[src/rtl/resource_lock_table_macros.svh]
// Assertion macros for the resource lock table.
// Each macro expects clk and rst_n in the scope where it is used.
`ifndef RESOURCE_LOCK_TABLE_MACROS_SVH
`define RESOURCE_LOCK_TABLE_MACROS_SVH
`ifndef SYNTHESIS
// Same-cycle implication.
`define RLT_ASSERT_IMP(label, cond, prop) \
  label: assert property (@(posedge clk) disable iff (!rst_n) (cond) |-> (prop)) \
    else $error("resource lock table check failed");
// Next-cycle implication.
`define RLT_ASSERT_NEXT(label, cond, prop) \
  label: assert property (@(posedge clk) disable iff (!rst_n) (cond) |=> (prop)) \
    else $error("resource lock table check failed");
`else
`define RLT_ASSERT_IMP(label, cond, prop)
`define RLT_ASSERT_NEXT(label, cond, prop)
`endif
`endif

[src/rtl/rlt_pkg.sv]
`timescale 1ns / 1ps
package rlt_pkg;

  localparam int ResCount     = 1024;
  localparam int ResBits      = 10;
  localparam int MissionBits  = 16;
  localparam int TimeBits     = 32;
  localparam int MaxList      = 32;
  localparam int ListIdxBits  = 5;
  localparam int CntBits      = 6;
  localparam int SlotsPerRes  = 8;
  localparam int SlotIdxBits  = 3;
  localparam int SlotAddrBits = ResBits + SlotIdxBits;
  localparam int SlotTotal    = ResCount * SlotsPerRes;

  // Operation codes
  localparam logic [2:0] KIND_RSV   = 3'd0;
  localparam logic [2:0] KIND_WIN   = 3'd1;
  localparam logic [2:0] KIND_REL   = 3'd2;
  localparam logic [2:0] KIND_BLK   = 3'd3;
  localparam logic [2:0] KIND_UNBLK = 3'd4;
  localparam logic [2:0] KIND_QRY   = 3'd5;

  // Status codes
  localparam logic [3:0] ST_OK       = 4'd0;
  localparam logic [3:0] ST_EMPTY    = 4'd1;
  localparam logic [3:0] ST_LOCKED   = 4'd2;
  localparam logic [3:0] ST_BAD_INT  = 4'd3;
  localparam logic [3:0] ST_STATIC   = 4'd4;
  localparam logic [3:0] ST_CLASH    = 4'd5;
  localparam logic [3:0] ST_FULL     = 4'd6;
  localparam logic [3:0] ST_HELD     = 4'd7;
  localparam logic [3:0] ST_NOT_LOCK = 4'd8;
  localparam logic [3:0] ST_BY_MISS  = 4'd9;
  localparam logic [3:0] ST_OVERFLOW = 4'd10;

  typedef struct packed {
    logic [2:0]             kind;
    logic [MissionBits-1:0] mission;
    logic [ResBits-1:0]     resource;
    logic                   last_item;
    logic [TimeBits-1:0]    window_start;
    logic [TimeBits-1:0]    window_end;
    logic [15:0]            block_reason;
  } item_t;

  typedef struct packed {
    logic               ok;
    logic [3:0]         status;
    logic [ResBits-1:0] conflict_resource;
    logic [15:0]        conflict_owner;
    logic               conflict_is_block;
    logic               is_locked;
    logic               released_any;
    logic [5:0]         reserved_count;
  } result_t;

  typedef struct packed {
    logic                   held;
    logic                   blocked;
    logic [MissionBits-1:0] owner;
  } lock_t;

  typedef struct packed {
    logic                   valid;
    logic [MissionBits-1:0] mission;
    logic [TimeBits-1:0]    wstart;
    logic [TimeBits-1:0]    wend;
  } slot_t;

  typedef struct packed {
    logic bad_interval;
    logic foreign;
    logic mine;
    logic slot_free;
    logic slot_mine;
    logic slot_clash;
  } cmp_t;

  typedef enum logic [3:0] {
    S_CLEAR,
    S_IDLE,
    S_RSV_RD,
    S_RSV_CHK,
    S_RSV_WR,
    S_WIN_LRD,
    S_WIN_LCHK,
    S_WIN_SRD,
    S_WIN_SCHK,
    S_WIN_WR,
    S_REL,
    S_REL_LAST,
    S_ONE_RD,
    S_ONE_CHK,
    S_DONE
  } state_t;

endpackage

[src/rtl/rlt_cmp.sv]
`timescale 1ns / 1ps
// Shared compare unit: checks the item's window, and one lock entry and one slot against the item.
module rlt_cmp (
  input  rlt_pkg::item_t item,
  input  rlt_pkg::lock_t lock,
  input  rlt_pkg::slot_t slot,
  output rlt_pkg::cmp_t  cmp
);
  import rlt_pkg::*;

  // Interval and ownership checks
  assign cmp.bad_interval = item.window_start >= item.window_end;
  assign cmp.foreign      = lock.held && (lock.blocked || lock.owner != item.mission);
  assign cmp.mine         = lock.held && !lock.blocked && lock.owner == item.mission;

  // Slot checks, half-open overlap
  assign cmp.slot_free  = !slot.valid;
  assign cmp.slot_mine  = slot.valid && slot.mission == item.mission;
  assign cmp.slot_clash = slot.valid && slot.mission != item.mission
                          && slot.wstart < item.window_end
                          && item.window_start < slot.wend;

endmodule

[config.mk]
export PLATFORM = sky130hd
export DESIGN_NAME = rlt_cmp
export DESIGN_NICKNAME = d
export VERILOG_FILES = /design/src/rtl/resource_lock_table_macros.svh /design/src/rtl/rlt_pkg.sv /design/src/rtl/rlt_cmp.sv
export SDC_FILE = /design/constraint.sdc
export NUM_CORES = 1
export LEC_CHECK = 0
export ABC_CLOCK_PERIOD_IN_PS = 2300
export BUFFER_PORTS_ARGS = -buffer_cell sky130_fd_sc_hd__clkbuf_2
export CORE_ASPECT_RATIO = 1.4
export CORE_MARGIN = 8
export CORE_UTILIZATION = 41
export DETAILED_ROUTE_END_ITERATION = 10
export PLACE_DENSITY = 0.91
export SLEW_MARGIN = 0
export SYNTH_ARGS = -nofsm -noshare
export SYNTH_HDL_FRONTEND = slang
export SYNTH_SLANG_ARGS = --single-unit
[constraint.sdc]
create_clock -name vclk -period 2.3
set_input_delay 0.46 -clock vclk [all_inputs]
set_output_delay 0.46 -clock vclk [all_outputs]
set_load 0.1 [all_outputs]
==> metrics.yaml, run 1 <==
violations: "negative setup slack"
drc: 0
dieArea_sq_mm: 0.00921
slew-limit-headroom_pct: 64.1
whs_ns: 1.25
hold_viol: 0
grt_overflow_total: 0
synth.avg_cell_area_sq_um: 7.55
synth_top_family_by_area: "adder cells"
netlist_area_sq_mm: 0.00261
dp_hpwl_um: 9900
period_minus_slack_ns: 2.51
antenna_found_initial: 0
antenna_cells: 0
rsz0062_at_grt: "yes"
syn2layout_area_growth_pct: 77.4
maxSlewViolCount: 0
worstMarginPinSlew_ns: 0.540
rows: 34
tns_ns: -0.444
syn_nets: 649
powerDensity_mw_per_mm2: 194
status: "finished with violations"
die_w_um: 83.4
arrival_ns: 2.05
synth_fa_ha_area_share_pct: 45.0
final_common_cell: "clkbuf_2"
multi_input_area_sq_mm: 0.00271
yosys.area_share.simple_pct: 14.9
worstSetupPathType: "in -> out"
setup_viol: 4
nFillCells: 412
seq_area_frac_synth_pct: 0
avgRoutedWirePerCell_um: 16.6
grt_pass1_wl_um: 17300
grt_max_degree: 4
final_cell_mix: "172 x clkbuf_2, 80 x ha_1, 66 x buf_4, 56 x inv_1, 22 x nand2_1"
hold_start: "lock[16]"
synth_warnings: 0
synth-xor-area-share_pct: 10.7
critical_path_required_ns: 1.84
core_area_sq_mm: 0.00621
synth_compound_area_share_pct: 19.9
cts_hold_buf: 0
holdPathEnd: "cmp[3]"
vias: 3536
endpoint_kind: "primary output"
avgViaCountPerCell: 5.27
initial_core_util_pct: 42.0
portBuffers: 185
ir_drop_mv: 0.120
holdCritPathClass: "in -> out"
cp-start-kind: "input pin"
die_h_um: 110
grt_pass1_vias: 3981
drv_cap: 0
synth_cell_types: 33
first_pass_iters: 4
min_path_cells: 3
design.seq.count: 0
track_usage_pct: 21.7
path_max_fanout: 3
num-clock-buffers: 0
totalWireLength_um: 11100
gp_congestion: 0.907
drive_gt1_share_pct: 51.8
finalNetCount: 904
io_pins: 215
synth_mux_area_share_pct: 0
leakagePower_nw: 2.67
fin_crit_sh_pct: 109
syn_inst: 346
max_freq_mhz: 399
setup_ws_ns: -0.207
first_iter_violations: 97
regArea_sq_um: 0
ant_nets: 0
## where the power goes
group / leakage, nW / internal (mW) / switching [mW] / total, mW
combinational: 2.67 / 0.469 / 0.430 / 0.899
sequential: 0 / 0 / 0 / 0
clock: 0 / 0 / 0 / 0
total: 2.67 / 0.469 / 0.430 / 0.899
## area by class of cell
cell class                      instances  share of cell area, %
Multi-Input combinational cell        281                   58.5
Tap cell                               72                   1.94
Inverter                               65                   5.54
Timing Repair Buffer                  253                   34.0
## stage by stage
step | cells | total power [mW] | instance area, sq um | utilization, % | setup WS, ns
2_1_floorplan | 346 | 0.399 | 2710 | - | -0.438
3_3_place_gp | 668 | 0.746 | 4290 | 69.0 | -0.327
3_5_place_dp | 668 | 0.797 | 4290 | 69.0 | -0.336
4_1_cts | 670 | 0.839 | 4440 | 71.4 | -0.206
5_1_grt | 671 | 0.987 | 4630 | 74.6 | -0.294
6_report | 671 | 0.899 | 4630 | 74.6 | -0.207
## timing repair
item                                    CTS  global route
pin swaps                                19            17
endpoints found under the setup margin    4             4
gates resized for setup                  27            39
setup buffers                             2             1
cloned                                    0             0
## cells in the mapped netlist, drive strengths merged (2+ instances only)
master	number	area [sq um]
ha	94	1180
inv	65	244
a21oi	35	175
nand2	23	86.3
nand4	17	106
xnor2	16	140
xor2	16	140
o21ai	14	70.1
a21o	13	97.6
nor2	12	45.0
nor4	7	43.8
a211oi	6	50.1
nand3	6	30.0
nor3	4	25.0
o211ai	3	22.5
a2111oi	2	42.5
nand2b	2	20.0
## kinds of logic after synthesis
family | count (synthesis)
AO/OA/AOI/OAI | 80
XOR/XNOR | 32
adder cells (fa/ha/maj) | 94
buffers and inverters | 65
AND/OR/NAND/NOR | 75
## critical path, cell delays in order
cell      delay (ns)
clkbuf_2        0.10
ha_1            0.33
a21oi_1         0.15
nand2_1         0.07
a221o_1         0.30
a21oi_2         0.15
o32ai_2         0.12
nor3_4          0.16
buf_12          0.20
## worst max-delay path by stage
stage,end,cells after the start,start,slack [ns]
after floorplan,cmp[0],7,slot[57],-0.44
after global placement,cmp[0],10,item[41],-0.33
after detailed placement,cmp[0],9,item[47],-0.34
after CTS,cmp[0],9,item[46],-0.21
after global routing,cmp[0],9,item[33],-0.29
final,cmp[0],9,item[54],-0.21
## routing by layer
layer	wire [um]	global-route usage (%)	up-vias
li1	-	-	1754
met1	3810	19.3	1594
met2	6340	45.8	156
met3	673	4.71	32
met4	306	5.55	0
met5	0	0	-
(Power assumes the default switching activity.)
==> run 2, diff against run 1 <==
--- a/config.mk
+++ b/config.mk
@@ -14,2 +14,3 @@
 export PLACE_DENSITY = 0.91
+export SKIP_LAST_GASP = 1
 export SLEW_MARGIN = 0
==> constraint.sdc (replaced) <==
create_clock -name vclk -period 2.3
set_input_delay 0.345 -clock vclk [all_inputs]
set_output_delay 0.345 -clock vclk [all_outputs]
set_load 0.1 [all_outputs]
==> metrics.yaml, run 2 (synthesized netlist as in run 1, its figures left out) <==
status: "finished with violations"
violations: "negative setup slack"
design.seq.count: 0
max_freq_mhz: 433
arrival_ns: 1.96
num-clock-buffers: 0
rsz0062_at_grt: "yes"
final_common_cell: "clkbuf_2"
regArea_sq_um: 0
ant_nets: 0
p_seq_share_pct: 0
core_area_sq_mm: 0.00621
antenna_found_initial: 0
gp_congestion: 0.868
place_area_sq_mm: 0.00393
cts_hold_buf: 0
drive_gt1_share_pct: 42.2
startpoint: "item[33]"
leakagePower_nw: 2.41
min_path_cells: 3
hold_viol: 0
path_max_fanout: 2
stdcell_count: 622
p_int_uw: 372
avgViaCountPerCell: 5.31
whs_ns: 1.03
fin_crit_sh_pct: 100
grt_pass1_wl_um: 15700
dieArea_sq_mm: 0.00921
totalWireLength_um: 9780
first_iter_violations: 82
portBuffers: 185
antenna_cells: 0
rows: 34
switching_power_uw: 379
syn2layout_area_growth_pct: 54.4
drv_cap: 0
avgRoutedWirePerCell_um: 15.7
hold_start: "lock[16]"
endpoint_kind: "primary output"
first_pass_iters: 4
grt_max_degree: 4
p_sw_share_pct: 50.5
period_minus_slack_ns: 2.31
die_w_um: 83.4
final_cell_mix: "179 x clkbuf_2, 88 x ha_1, 63 x inv_1, 29 x a21oi_1, 23 x nand2_1"
slew-limit-headroom_pct: 64.1
holdPathEnd: "cmp[3]"
powerDensity_mw_per_mm2: 186
post-place-ws_ns: -0.112
dp.cells: 620
setup_ws_ns: -0.00951
grt_pass1_vias: 3738
track_usage_pct: 19.5
grt_overflow_total: 0
utilization_pct: 64.9
setup_viol: 1
combPwrFrac_pct: 100.0
maxSlewViolCount: 0
worstMarginPinSlew_ns: 0.541
holdCritPathClass: "in -> out"
critical_path_required_ns: 1.96
tns_ns: -0.00951
drc: 0
worstSetupPathType: "in -> out"
dp_hpwl_um: 9200
finalNetCount: 855
die_h_um: 110
design_area_sq_mm: 0.00403
initial_core_util_pct: 42.0
vias: 3302
power_uw: 750
ir_drop_mv: 0.123
cp-start-kind: "input pin"
io_pins: 215
clockPowerShare_pct: 0
## run 2: cell types whose count changed in the layout (fill, tap and decap cells not counted), moves of 5 or more
cell      before  now
a21oi_1       21   29
a21oi_2       13    6
buf_4         66   19
buf_6          8    0
clkbuf_2     172  179
ha_1          80   88
ha_4          13    6
inv_1         56   63
inv_2          6    1
## run 2: layout make-up
cell class	count	area (sq um)
fillers	515	2180
inverters	65	251
well taps	72	90.1
multi-input cells	281	2540
repair buffers	204	1150
## run 2: routing by layer
layer | track usage (%) | vias to the layer above | part of all wire [%]
met3 | 3.38 | 26 | 5.8
met4 | 5.90 | 0 | 3.3
li1 | - | 1652 | -
met1 | 18.0 | 1469 | 35
met2 | 40.4 | 155 | 56
met5 | 0 | - | 0
## run 2: critical path, stage by stage
cell	delay, ns
clkbuf_2	0.08
inv_1	0.06
ha_1	0.31
a21o_1	0.16
nand3_1	0.07
a21oi_1	0.06
a211oi_1	0.37
o32ai_2	0.15
nor3_4	0.16
buf_12	0.20
## run 2: power by group through the flow
stage               clock network, mW  registers (mW)  logic [mW]
finish                              0               0       0.750
global route                        0               0       0.833
detailed placement                  0               0       0.719
CTS                                 0               0       0.749
global placement                    0               0       0.676
floorplan                           0               0       0.399
## run 2: how the worst max path moves through the flow
stage | slack (ns) | endpoint | cells past startpoint
2_1_floorplan | -0.21 | cmp[0] | 7
6_report | -0.01 | cmp[0] | 10
3_5_place_dp | -0.11 | cmp[0] | 10
3_3_place_gp | -0.10 | cmp[0] | 10
5_1_grt | -0.16 | cmp[0] | 8
4_1_cts | -0.003 | cmp[0] | 10
## run 2: what timing repair did
action                                  4_1_cts  5_1_grt
hold endpoints to repair                      0        0
endpoints found under the setup margin        2        2
setup buffers                                 2        0
resized for setup                            14        2
pin swaps                                    17        2
==> run 3, diff against run 2 <==
ABC_AREA = 1   (was unset)
CORE_UTILIZATION = 43   (was 41)
PLACE_DENSITY = 0.92   (was 0.91)
==> metrics.yaml, run 3 <==
hold_viol: 0
worstSetupPathType: "in -> out"
netlist_area_sq_mm: 0.00290
switching_power_uw: 373
first_pass_iters: 4
synth.avg_cell_area_sq_um: 5.91
combPwrFrac_pct: 100.0
startpoint: "item[43]"
grt_pass1_vias: 3867
dp.cells: 750
clockPowerShare_pct: 0
synth_cell_types: 21
num-clock-buffers: 0
fin_crit_sh_pct: 94.3
ir_drop_mv: 0.116
dieArea_sq_mm: 0.00967
status: "finished clean"
gp_congestion: 0.918
power_uw: 696
syn2layout_area_growth_pct: 38.8
io_pins: 215
yosysMostFrequentCell: "inv_1"
endpoint_kind: "primary output"
first_iter_violations: 76
synth_top_area_cell: "ha_1"
drc: 0
track_usage_pct: 19.1
core_area_sq_mm: 0.00657
drive_gt1_share_pct: 29.7
regArea_sq_um: 0
post_cts_buffers: 0
slew-limit-headroom_pct: 63.6
powerDensity_mw_per_mm2: 173
leakagePower_nw: 2.70
avgRoutedWirePerCell_um: 13.3
die_h_um: 113
place_area_sq_mm: 0.00399
p_sw_share_pct: 53.6
arrival_ns: 1.82
grt_overflow_total: 0
final_common_cell: "clkbuf_2"
vias: 3675
holdCritPathClass: "in -> out"
p_seq_share_pct: 0
yosys.area.top_type_share_pct: 40.5
worstMarginPinSlew_ns: 0.548
cp-start-kind: "input pin"
setup_viol: 0
synth_common_cells: "116 x inv_1, 115 x nand2_1, 94 x ha_1"
final_cell_mix: "181 x clkbuf_2, 115 x inv_1, 114 x nand2_1, 92 x ha_1, 46 x nor2_1"
design.seq.count: 0
grt_pass1_wl_um: 15700
rsz0062_at_grt: "yes"
max_freq_mhz: 461
dp_hpwl_um: 9390
stdcell_count: 750
seq_area_frac_synth_pct: 0
avgViaCountPerCell: 4.90
syn_inst: 491
initial_core_util_pct: 44.2
critical_path_required_ns: 1.96
antenna_found_initial: 0
synth_warnings: 0
antenna_cells: 0
grt_max_degree: 5
finalNetCount: 981
p_int_uw: 323
hold_start: "lock[16]"
drv_cap: 0
maxSlewViolCount: 0
totalWireLength_um: 9980
path_max_fanout: 2
syn_nets: 794
crit_end: "cmp[0]"
design_area_sq_mm: 0.00403
ant_nets: 0
die_w_um: 85.4
portBuffers: 185
synthTopCellsByArea: "ha_1 41%, inv_1 15%, nand2_1 15%"
rows: 35
period_minus_slack_ns: 2.17
cts_hold_buf: 0
run 3: changes by cell type in the layout (fill, tap and decap cells not counted), sizes merged, moves of 7 or more:
| cell | previous run | this run |
|---|---|---|
| buf | 24 | 4 |
| a21o | 13 | 2 |
| nand2 | 23 | 115 |
| nor2 | 12 | 54 |
| inv | 65 | 116 |
| xor2 | 16 | 3 |
| nand3 | 6 | 13 |
| xnor2 | 16 | 8 |
run 3: area by class of cell:
| type | count | area (sq um) |
|---|---|---|
| fill | 637 | 2540 |
| multi-input combinational | 375 | 2530 |
| inverter | 116 | 435 |
| timing repair buffer | 185 | 973 |
| tap | 74 | 92.6 |
run 3: worst min-delay path by stage:
| stage | endpoint | slack, ns | depth (start not counted) |
|---|---|---|---|
| 2_1_floorplan | cmp[3] | 0.87 | 1 |
| 3_3_place_gp | cmp[3] | 1.01 | 3 |
| 3_5_place_dp | cmp[3] | 1.01 | 3 |
| 4_1_cts | cmp[3] | 1.01 | 3 |
| 5_1_grt | cmp[3] | 1.03 | 3 |
| 6_report | cmp[3] | 1.01 | 3 |
run 3: worst max-delay path, cell delays in order:
cell	delay [ns]
clkbuf_2	0.08
inv_1	0.05
ha_1	0.31
nand2_1	0.07
inv_1	0.03
o21ai_1	0.12
nand3_1	0.10
nor2_2	0.10
nand2_1	0.07
nor2_2	0.12
nand3_2	0.10
nor2_4	0.14
buf_12	0.18
run 3: what timing repair did:
item | 4_1_cts | 5_1_grt
resized for setup | 0 | 10
setup endpoints to repair | 0 | 1
endpoints found under the hold margin | 0 | 0
run 3: logic make-up after synthesis:
kind of cell / after synthesis / synth area share [%]
adder cells (fa/ha/maj): 94 / 40.5
buffers and inverters: 116 / 15.0
XOR/XNOR: 11 / 3.32
AND/OR/NAND/NOR: 208 / 29.6
AO/OA/AOI/OAI: 62 / 11.6
run 3: stage by stage:
stage	setup TNS [ns]	util (%)	setup slack (ns)	hold slack [ns]
2_1_floorplan	-0.0583	-	-0.0583	0.874
3_3_place_gp	0	60.7	0.0537	1.01
3_5_place_dp	0	60.7	0.0558	1.01
4_1_cts	0	60.7	0.0502	1.01
5_1_grt	-0.0127	61.3	-0.0127	1.03
6_report	0	61.3	0.132	1.01
run 3: power groups by stage:
stage               registers (mW)  clock network [mW]  logic [mW]
floorplan                        0                   0       0.396
finish                           0                   0       0.696
global placement                 0                   0       0.644
CTS                              0                   0       0.688
global route                     0                   0       0.796
detailed placement               0                   0       0.684
run 3: per-layer routing:
layer | part of all wire [%] | track usage (%)
met1 | 37 | 17.9
met2 | 55 | 41.3
met3 | 6.5 | 2.83
met4 | 1.5 | 2.23
met5 | 0 | 0
